===== src/rtl/iorsh_pkg.sv =====
// ----------------------------------------------------------------------------
// iorsh_pkg
// shared constants, codes and types of the in-order release block
// ----------------------------------------------------------------------------
package iorsh_pkg;

  localparam int HOLD_DEPTH = 32;
  localparam int ID_BITS    = 16;
  localparam int VAL_BITS   = 16;
  localparam int CNT_BITS   = $clog2(HOLD_DEPTH + 1);

  localparam logic [ID_BITS-1:0] START_RESET = ID_BITS'(1);

  typedef enum logic [1:0] {
    KIND_INPUT  = 2'd0,
    KIND_HOLD   = 2'd1,
    KIND_REJECT = 2'd2,
    KIND_END    = 2'd3
  } kind_e;

  typedef struct packed {
    logic [ID_BITS-1:0] car_id;
    logic               is_last;
  } item_t;

  typedef struct packed {
    kind_e               kind;
    logic [VAL_BITS-1:0] value;
    logic                last_result;
  } result_t;

  typedef struct packed {
    logic               ins;
    logic               pop;
    logic [ID_BITS-1:0] id;
  } hold_cmd_t;

  typedef struct packed {
    logic [CNT_BITS-1:0] count;
    logic [ID_BITS-1:0]  head;
    logic [ID_BITS-1:0]  second;
  } hold_stat_t;

endpackage


===== src/rtl/in_order_release_sorted_hold.sv =====
// ----------------------------------------------------------------------------
// in_order_release_sorted_hold
// Numbered items enter through a queue interface and leave in ascending
// order from the start number. A two-entry input queue feeds a sequencer
// that owns the expected number and a sorted hold store built as a chain of
// 32 cells; results go out through a two-entry result queue. The sequencer
// writes at most one result per cycle: a matching or rejected item writes its
// own result in the cycle in which it is taken, each held item released
// after it writes one result in turn, and an item with a last mark is
// followed by an end record; a full result queue stalls the sequencer. A
// sorted insert or a head removal updates the cell chain in place. No
// clearing pass is needed after reset.
// ----------------------------------------------------------------------------
module in_order_release_sorted_hold (
  input  logic                           clk_i,
  input  logic                           rst_ni,
  input  logic                           push,
  output logic                           full,
  input  logic [iorsh_pkg::ID_BITS-1:0]  car_id_i,
  input  logic                           is_last_i,
  output logic                           empty,
  input  logic                           pop,
  output logic [1:0]                     kind_o,
  output logic [iorsh_pkg::VAL_BITS-1:0] value_o,
  output logic                           last_result_o,
  input  logic                           cfg_we_i,
  input  logic [iorsh_pkg::ID_BITS-1:0]  cfg_data_i
);

  iorsh_pkg::item_t      in_item, front_item;
  logic                  front_valid, take;
  iorsh_pkg::hold_cmd_t  hold_cmd;
  iorsh_pkg::hold_stat_t hold_stat;
  logic                  out_full, emit;
  iorsh_pkg::result_t    result, out_result;

  assign in_item = '{car_id: car_id_i, is_last: is_last_i};

  iorsh_front u_front (
    .clk_i   (clk_i),
    .rst_ni  (rst_ni),
    .push    (push),
    .full    (full),
    .item_i  (in_item),
    .valid_o (front_valid),
    .item_o  (front_item),
    .take_i  (take)
  );

  iorsh_hold u_hold (
    .clk_i  (clk_i),
    .rst_ni (rst_ni),
    .cmd_i  (hold_cmd),
    .stat_o (hold_stat)
  );

  iorsh_ctrl u_ctrl (
    .clk_i       (clk_i),
    .rst_ni      (rst_ni),
    .cfg_we_i    (cfg_we_i),
    .cfg_data_i  (cfg_data_i),
    .in_valid_i  (front_valid),
    .item_i      (front_item),
    .take_o      (take),
    .hold_cmd_o  (hold_cmd),
    .hold_stat_i (hold_stat),
    .out_full_i  (out_full),
    .emit_o      (emit),
    .result_o    (result)
  );

  iorsh_outq u_outq (
    .clk_i    (clk_i),
    .rst_ni   (rst_ni),
    .emit_i   (emit),
    .result_i (result),
    .full_o   (out_full),
    .empty    (empty),
    .pop      (pop),
    .result_o (out_result)
  );

  assign kind_o        = out_result.kind;
  assign value_o       = out_result.value;
  assign last_result_o = out_result.last_result;

endmodule


===== src/rtl/iorsh_front.sv =====
// ----------------------------------------------------------------------------
// iorsh_front
// two-entry input queue between the push side and the sequencer
// ----------------------------------------------------------------------------
module iorsh_front (
  input  logic             clk_i,
  input  logic             rst_ni,
  input  logic             push,
  output logic             full,
  input  iorsh_pkg::item_t item_i,
  output logic             valid_o,
  output iorsh_pkg::item_t item_o,
  input  logic             take_i
);

  iorsh_pkg::item_t mem_q [2];
  logic       wr_ptr_q, wr_ptr_d;
  logic       rd_ptr_q, rd_ptr_d;
  logic [1:0] cnt_q, cnt_d;
  logic       wr_en, rd_en;

  assign full    = (cnt_q == 2'd2);
  assign valid_o = (cnt_q != 2'd0);
  assign item_o  = mem_q[rd_ptr_q];
  assign wr_en   = push && !full;
  assign rd_en   = take_i && valid_o;

  always_comb begin
    wr_ptr_d = wr_ptr_q ^ wr_en;
    rd_ptr_d = rd_ptr_q ^ rd_en;
    cnt_d    = cnt_q + {1'b0, wr_en} - {1'b0, rd_en};
  end

  always_ff @(posedge clk_i or negedge rst_ni) begin
    if (!rst_ni) begin
      wr_ptr_q <= 1'b0;
      rd_ptr_q <= 1'b0;
      cnt_q    <= 2'd0;
    end else begin
      wr_ptr_q <= wr_ptr_d;
      rd_ptr_q <= rd_ptr_d;
      cnt_q    <= cnt_d;
    end
  end

  always_ff @(posedge clk_i) begin
    if (wr_en) begin
      mem_q[wr_ptr_q] <= item_i;
    end
  end

endmodule


===== src/rtl/iorsh_hold.sv =====
// ----------------------------------------------------------------------------
// iorsh_hold
// sorted hold store as a chain of cells, smallest at the head
// ----------------------------------------------------------------------------
module iorsh_hold (
  input  logic                  clk_i,
  input  logic                  rst_ni,
  input  iorsh_pkg::hold_cmd_t  cmd_i,
  output iorsh_pkg::hold_stat_t stat_o
);

  logic [iorsh_pkg::ID_BITS-1:0]  hold_q [iorsh_pkg::HOLD_DEPTH];
  logic [iorsh_pkg::CNT_BITS-1:0] count_q, count_d;
  logic [iorsh_pkg::HOLD_DEPTH-1:0] at_pos;

  // cell at or past the insert point
  always_comb begin
    for (int i = 0; i < iorsh_pkg::HOLD_DEPTH; i++) begin
      at_pos[i] = (iorsh_pkg::CNT_BITS'(i) >= count_q) || (hold_q[i] > cmd_i.id);
    end
  end

  always_comb begin
    stat_o.count  = count_q;
    stat_o.head   = hold_q[0];
    stat_o.second = hold_q[0];
    for (int i = 0; i < iorsh_pkg::HOLD_DEPTH; i++) begin
      if (i == 1) begin
        stat_o.second = hold_q[i];
      end
    end
  end

  always_comb begin
    count_d = count_q;
    if (cmd_i.ins) begin
      count_d = count_q + iorsh_pkg::CNT_BITS'(1);
    end else if (cmd_i.pop) begin
      count_d = count_q - iorsh_pkg::CNT_BITS'(1);
    end
  end

  always_ff @(posedge clk_i or negedge rst_ni) begin
    if (!rst_ni) begin
      count_q <= '0;
    end else begin
      count_q <= count_d;
    end
  end

  for (genvar g = 0; g < iorsh_pkg::HOLD_DEPTH; g++) begin : g_cell
    logic [iorsh_pkg::ID_BITS-1:0] ins_val;
    logic [iorsh_pkg::ID_BITS-1:0] pop_val;

    if (g == 0) begin : g_first
      assign ins_val = cmd_i.id;
    end else begin : g_rest
      assign ins_val = at_pos[g-1] ? hold_q[g-1] : cmd_i.id;
    end

    if (g + 1 < iorsh_pkg::HOLD_DEPTH) begin : g_shift
      assign pop_val = hold_q[g+1];
    end else begin : g_tail
      assign pop_val = hold_q[g];
    end

    always_ff @(posedge clk_i) begin
      if (cmd_i.ins) begin
        if (at_pos[g]) begin
          hold_q[g] <= ins_val;
        end
      end else if (cmd_i.pop) begin
        hold_q[g] <= pop_val;
      end
    end
  end

endmodule


===== src/rtl/iorsh_ctrl.sv =====
// ----------------------------------------------------------------------------
// iorsh_ctrl
// sequencer: matches items against the expected number, drives the hold
// store and, unless the result queue is full, emits at most one result per cycle
// ----------------------------------------------------------------------------
module iorsh_ctrl (
  input  logic                          clk_i,
  input  logic                          rst_ni,
  input  logic                          cfg_we_i,
  input  logic [iorsh_pkg::ID_BITS-1:0] cfg_data_i,
  input  logic                          in_valid_i,
  input  iorsh_pkg::item_t              item_i,
  output logic                          take_o,
  output iorsh_pkg::hold_cmd_t          hold_cmd_o,
  input  iorsh_pkg::hold_stat_t         hold_stat_i,
  input  logic                          out_full_i,
  output logic                          emit_o,
  output iorsh_pkg::result_t            result_o
);

  localparam logic [1:0] ST_IDLE = 2'd0;
  localparam logic [1:0] ST_RUN  = 2'd1;
  localparam logic [1:0] ST_END  = 2'd2;

  logic [1:0]                    state_q, state_d;
  logic                          is_last_q, is_last_d;
  logic [iorsh_pkg::ID_BITS-1:0] exp_q, exp_d, exp_inc;
  logic                          chain;

  assign exp_inc = exp_q + iorsh_pkg::ID_BITS'(1);

  always_comb begin
    state_d    = state_q;
    is_last_d  = is_last_q;
    exp_d      = exp_q;
    take_o     = 1'b0;
    emit_o     = 1'b0;
    hold_cmd_o = '{ins: 1'b0, pop: 1'b0, id: item_i.car_id};
    result_o   = '{kind: iorsh_pkg::KIND_INPUT, value: item_i.car_id, last_result: 1'b0};
    chain      = 1'b0;
    unique case (state_q)
      ST_IDLE: begin
        if (in_valid_i && !out_full_i) begin
          take_o    = 1'b1;
          is_last_d = item_i.is_last;
          state_d   = item_i.is_last ? ST_END : ST_IDLE;
          if (item_i.car_id == exp_q) begin
            chain  = (hold_stat_i.count != '0) && (hold_stat_i.head == exp_inc);
            emit_o = 1'b1;
            result_o.last_result = !item_i.is_last && !chain;
            exp_d  = exp_inc;
            if (chain) begin
              state_d = ST_RUN;
            end
          end else if (hold_stat_i.count !=
                       iorsh_pkg::CNT_BITS'(iorsh_pkg::HOLD_DEPTH)) begin
            hold_cmd_o.ins = 1'b1;
          end else begin
            emit_o = 1'b1;
            result_o.kind        = iorsh_pkg::KIND_REJECT;
            result_o.last_result = !item_i.is_last;
          end
        end
      end
      ST_RUN: begin
        if (!out_full_i) begin
          chain = (hold_stat_i.count > iorsh_pkg::CNT_BITS'(1)) &&
                  (hold_stat_i.second == exp_inc);
          emit_o         = 1'b1;
          hold_cmd_o.pop = 1'b1;
          result_o.kind        = iorsh_pkg::KIND_HOLD;
          result_o.value       = hold_stat_i.head;
          result_o.last_result = !is_last_q && !chain;
          exp_d = exp_inc;
          if (!chain) begin
            state_d = is_last_q ? ST_END : ST_IDLE;
          end
        end
      end
      ST_END: begin
        if (!out_full_i) begin
          emit_o = 1'b1;
          result_o.kind        = iorsh_pkg::KIND_END;
          result_o.value       = iorsh_pkg::VAL_BITS'(hold_stat_i.count);
          result_o.last_result = 1'b1;
          state_d = ST_IDLE;
        end
      end
      default: begin
        state_d = ST_IDLE;
      end
    endcase
    if (cfg_we_i) begin
      exp_d = cfg_data_i;
    end
  end

  always_ff @(posedge clk_i or negedge rst_ni) begin
    if (!rst_ni) begin
      state_q   <= ST_IDLE;
      is_last_q <= 1'b0;
      exp_q     <= iorsh_pkg::START_RESET;
    end else begin
      state_q   <= state_d;
      is_last_q <= is_last_d;
      exp_q     <= exp_d;
    end
  end

endmodule


===== src/rtl/iorsh_outq.sv =====
// ----------------------------------------------------------------------------
// iorsh_outq
// two-entry result queue toward the pop side
// ----------------------------------------------------------------------------
module iorsh_outq (
  input  logic               clk_i,
  input  logic               rst_ni,
  input  logic               emit_i,
  input  iorsh_pkg::result_t result_i,
  output logic               full_o,
  output logic               empty,
  input  logic               pop,
  output iorsh_pkg::result_t result_o
);

  iorsh_pkg::result_t mem_q [2];
  logic       wr_ptr_q, wr_ptr_d;
  logic       rd_ptr_q, rd_ptr_d;
  logic [1:0] cnt_q, cnt_d;
  logic       wr_en, rd_en;

  assign full_o   = (cnt_q == 2'd2);
  assign empty    = (cnt_q == 2'd0);
  assign result_o = mem_q[rd_ptr_q];
  assign wr_en    = emit_i && !full_o;
  assign rd_en    = pop && !empty;

  always_comb begin
    wr_ptr_d = wr_ptr_q ^ wr_en;
    rd_ptr_d = rd_ptr_q ^ rd_en;
    cnt_d    = cnt_q + {1'b0, wr_en} - {1'b0, rd_en};
  end

  always_ff @(posedge clk_i or negedge rst_ni) begin
    if (!rst_ni) begin
      wr_ptr_q <= 1'b0;
      rd_ptr_q <= 1'b0;
      cnt_q    <= 2'd0;
    end else begin
      wr_ptr_q <= wr_ptr_d;
      rd_ptr_q <= rd_ptr_d;
      cnt_q    <= cnt_d;
    end
  end

  always_ff @(posedge clk_i) begin
    if (wr_en) begin
      mem_q[wr_ptr_q] <= result_i;
    end
  end

endmodule


===== config.mk =====
export PLATFORM = sky130hd
export DESIGN_NAME = in_order_release_sorted_hold
export DESIGN_NICKNAME = d
export VERILOG_FILES = /design/src/rtl/iorsh_pkg.sv /design/src/rtl/in_order_release_sorted_hold.sv /design/src/rtl/iorsh_front.sv /design/src/rtl/iorsh_hold.sv /design/src/rtl/iorsh_ctrl.sv /design/src/rtl/iorsh_outq.sv
export SDC_FILE = /design/constraint.sdc
export NUM_CORES = 2
export LEC_CHECK = 0
export BUFFER_PORTS_ARGS = -buffer_cell sky130_fd_sc_hd__buf_4
export CAP_MARGIN = 25
export CORE_UTILIZATION = 40
export CTS_CLUSTER_DIAMETER = 60
export DETAILED_ROUTE_END_ITERATION = 10
export PLACE_DENSITY = 0.66
export SLEW_MARGIN = 15
export SYNTH_ARGS = -nofsm -noshare
export SYNTH_HDL_FRONTEND = slang
export SYNTH_HIERARCHICAL = 1
export SYNTH_SLANG_ARGS = --single-unit

===== constraint.sdc =====
create_clock -name clk_i -period 5.6 [get_ports clk_i]
set_input_delay 0.56 -clock clk_i [delete_from_list [all_inputs] [get_ports clk_i]]
set_output_delay 0.56 -clock clk_i [all_outputs]
set_load 0.02 [all_outputs]

==> impl_summary.md <==
Floorplanning
The die extent in x is 339 um. The floorplan has 123 rows. The die extent in y is 339 um. The starting density of the core is around two fifths. The area of the core is 113,000 um2. The floorplan step defined a die boundary enclosing 115,000 um2.

During I/O placement, the number of pins put on the boundary was 59.

Status
The run finished with clean final reports.

Timing
The clock period could shrink to 5.03 ns. Setup repair after global routing left no endpoint under its margin. In the final timing run, aggregate negative setup slack is 0 ns. The final hold slack is just under 0.09 ns. For the pin with the worst max-slew slack, the measured transition is roughly 1.1 ns. The count of pins over their slew limit is 0. Measured against its own limit, the worst slew margin works out to 29.0%. The post-route fraction of the period consumed by the critical path is 89.8%. The clock tree skew after final layout is 0.0290 ns. Setup violations remaining at the end of the flow were counted as 0.

The final number of hold-violating endpoints was 0. For this run, the top clock speed supported by timing is between 150 and 200 MHz.

Global route
The initial antenna violation count was 2. The first global-routing pass estimated 241 mm of wire. The via count of the first global-routing pass is 37,343. The overall routing resource usage is 27.4%.

The largest net degree at the start of global routing is 132. After global routing the overflow that remains totals 0.

Worst setup path
The register-to-register setup slack is 0.57 ns. The class of the most critical setup path is reg2reg. The worst reg-to-reg path cell count is 12. The critical path depth is 12. The peak fanout along the critical path is 39. The critical path goes through buf_4 -> mux2_2 -> xnor2_1 -> nand4_1 -> nor4_1 -> nor4_2 -> inv_1 -> nand2_4 -> buf_4 -> nand3_1 -> o221ai_1 -> a21oi_1. Following the worst setup path forward leads to its endpoint at u_hold/hold_q[1][90].

At the worst endpoint, the arrival time is 5.40 ns. In this run the critical register-to-register path is launched from u_front/rd_ptr_q. The kind of end point of the critical path is a flop. Among the stages of the critical path, the cell type that occurs most often is buf_4. STA classifies the critical path startpoint as a flop.

The most critical setup path has its startpoint at u_front/rd_ptr_q. Broken down by cell family, the worst path's largest delay share belongs to simple AND/OR/NAND/NOR gates. The largest single stage delay on the critical path is 0.64 ns. Data on the critical path is required at its endpoint by between 5 and 6 ns. The slowest stage of the critical path is the nand3_1 cell. The capturing point of the worst reg2reg path is u_hold/hold_q[1][90]. The critical path buffer and inverter count is 3.

Logic synthesis
Counting flops and latches in the post-synthesis netlist gives 617. The synthesized design contains around 580 enable-type register cells. Of all flip-flops after synthesis, the portion carrying an async set or reset was under 10%. After technology mapping, the gate count stands at 4,527. Yosys attributes the largest share of cell area to edfxtp_1, ha_1, a21oi_1. Summing every instance area after synthesis gives approximately 45,000 um2. The average instance area after synthesis is 10.0 um2.

The predominant post-synthesis flop cell is edfxtp_1. The share of synthesized area in the top cell type comes to a little under 40%. Of the synthesized area, sequential elements account for 40.4%. The net count after synthesis is 5,094.

In this run, distinct cell masters in the synthesized netlist total 94. The Yosys step of the flow raised 6 warnings. The library cell occupying the most area in the post-synthesis netlist is edfxtp_1.

Drt
The number of detailed-routing iterations run before antenna repair is 6. The wire length per cell after detailed routing is 26.7 um. The detailed router finished its first iteration with about 4,600 violations. The routed layout has 39,544 vias. The total detailed-routing wirelength is 163 mm. For this run, design rule violations remaining after detail routing come to 0. Using the TritonRoute via totals, the vias-per-cell ratio works out to between 6 and 7.

In this run the remaining antenna-violating nets after routing total 0.

Run
The tool flagged a number of max-cap violations equal to 0.

Placement
The count of buffers inserted at the top-level ports is 58. Summed over all nets, the half-perimeter wirelength after detailed placement is between 100 and 150 mm. The placed instances occupy a cell area of roughly 48,000 um2.

The final RePlAce weighted congestion is 0.939.

CTS
The CTS buffer count is 78. TritonCTS built the clock tree. The clock tree root buffer cell is clkbuf_16. Counting every sink on the clock net gives roughly 620. The post-CTS setup repair buffer count is 0. The clock tree buffer depth is 3.

Clock-pin slew was measured on the worst setup and hold paths at 0.06 ns. The source-to-sink clock delay at the later pin of the worst-skew pair is 0.68 ns. The number of H-tree branching levels is 3.

Cells and area
The net count of the finished layout is roughly 5,000. Cells with a size suffix above 1 make up 14.5% of the layout. The signed area change from the synthesized netlist to the final layout is 10.7%.

In the layout the commonest cells are a21oi_1, edfxtp_1, ha_1, nor2_1, buf_4. The most common cell after layout, fill and taps aside is a21oi_1. The finished cells cover 50,400 um2.

Hold path
In this run the worst hold path is classified as in2reg. The worst hold path startpoint is car_id_i[9].
-- kinds of logic (layout without fill, tap and decap cells) --
group / Yosys count / after routing / synth area share (%)
xor+xnor: 82 / 82 / 1.67
other cells: 0 / 1 / 0
buf+inv: 402 / 461 / 4.22
mux: 202 / 202 / 4.83
simple gates: 1302 / 1302 / 13.9
compound gates: 1393 / 1393 / 20.5
fa+ha+maj: 529 / 529 / 14.5
flops: 617 / 617 / 40.4
-- registers in the layout, indices dropped and copies added, names as in the netlist --
name	flops
u_outq/wr_ptr_q	1
u_front/cnt_q	2
u_ctrl/is_last_q	1
u_front/wr_ptr_q	1
u_hold/count_q	6
u_front/rd_ptr_q	1
u_front/mem_q	34
u_ctrl/exp_q	16
u_outq/mem_q	38
u_outq/cnt_q	2
u_outq/rd_ptr_q	1
u_hold/hold_q	512
u_ctrl/state_q	2
-- per-layer routing --
metal	routed length (um)	vias up	GRT usage [%]
li1	-	17545	-
met1	66400	19167	37.5
met2	70600	2405	41.7
met3	17900	425	5.53
met4	7820	2	12.2
met5	18	-	0
-- worst register-to-register path, cell delays in order (launching register included) --
cell	delay [ns]
dfrtp_1	0.44
buf_4	0.31
mux2_2	0.61
xnor2_1	0.23
nand4_1	0.12
nor4_1	0.08
nor4_2	0.56
inv_1	0.25
nand2_4	0.52
buf_4	0.47
nand3_1	0.65
o221ai_1	0.42
a21oi_1	0.08
-- repair_timing --
action | in CTS | in global routing
setup endpoints to repair | 0 | 0
endpoints found under the hold margin | 32 | 0
hold buffers | 1 | 0
gates resized for setup | 0 | 0
-- final cells by class --
type                    count  area [um2]
fillers                 10608       62300
multi-input cells        3508       25300
flip-flops and latches    617       18400
clock buffers              93        2030
repair buffers            239        1940
well taps                1500        1880
clock inverters            51         594
inverters                  78         293
diodes                      1        2.50
-- synth_stat cells (24+ instances only) --
cell type	instances
or3_1	92
a21oi_1	600
buf_2	45
mux2_2	25
clkbuf_1	205
edfxtp_1	584
mux2i_1	148
o21ai_0	176
mux2_4	29
buf_4	39
nor2b_1	46
nand2_1	221
nor2_1	521
a21o_1	72
o221a_2	187
o22ai_1	85
nand3_1	54
dfrtp_1	32
nor3_1	48
ha_1	529
o211ai_1	29
xnor2_1	58
nand2b_1	76
o221ai_1	90
nand4_1	146
inv_1	78
a211oi_1	24
-- metrics by stage --
step | std cells | util, % | setup slack [ns]
final | 6087 | 44.7 | 0.568
after global routing | 6086 | 44.7 | 0.364
after CTS | 6085 | 44.7 | 0.665
after detailed placement | 5940 | 42.4 | 0.712
after global placement | 5934 | 42.3 | 0.877
after floorplan | 4527 | - | 0.954
-- worst min path at each step --
stage	to	slack, ns	cells past startpoint
after floorplan	u_ctrl/exp_q[10]	0.26	0
after global placement	u_front/cnt_q[1]	0.50	1
after detailed placement	u_front/cnt_q[1]	0.51	1
after CTS	u_front/mem_q[0][5]	0.05	1
after global routing	u_front/mem_q[1][5]	0.06	1
final	u_front/mem_q[1][10]	0.09	1
Power is left out: the tool's default activity adds up to more than one toggle a clock period on the data nets, which glitch-free logic cannot reach.
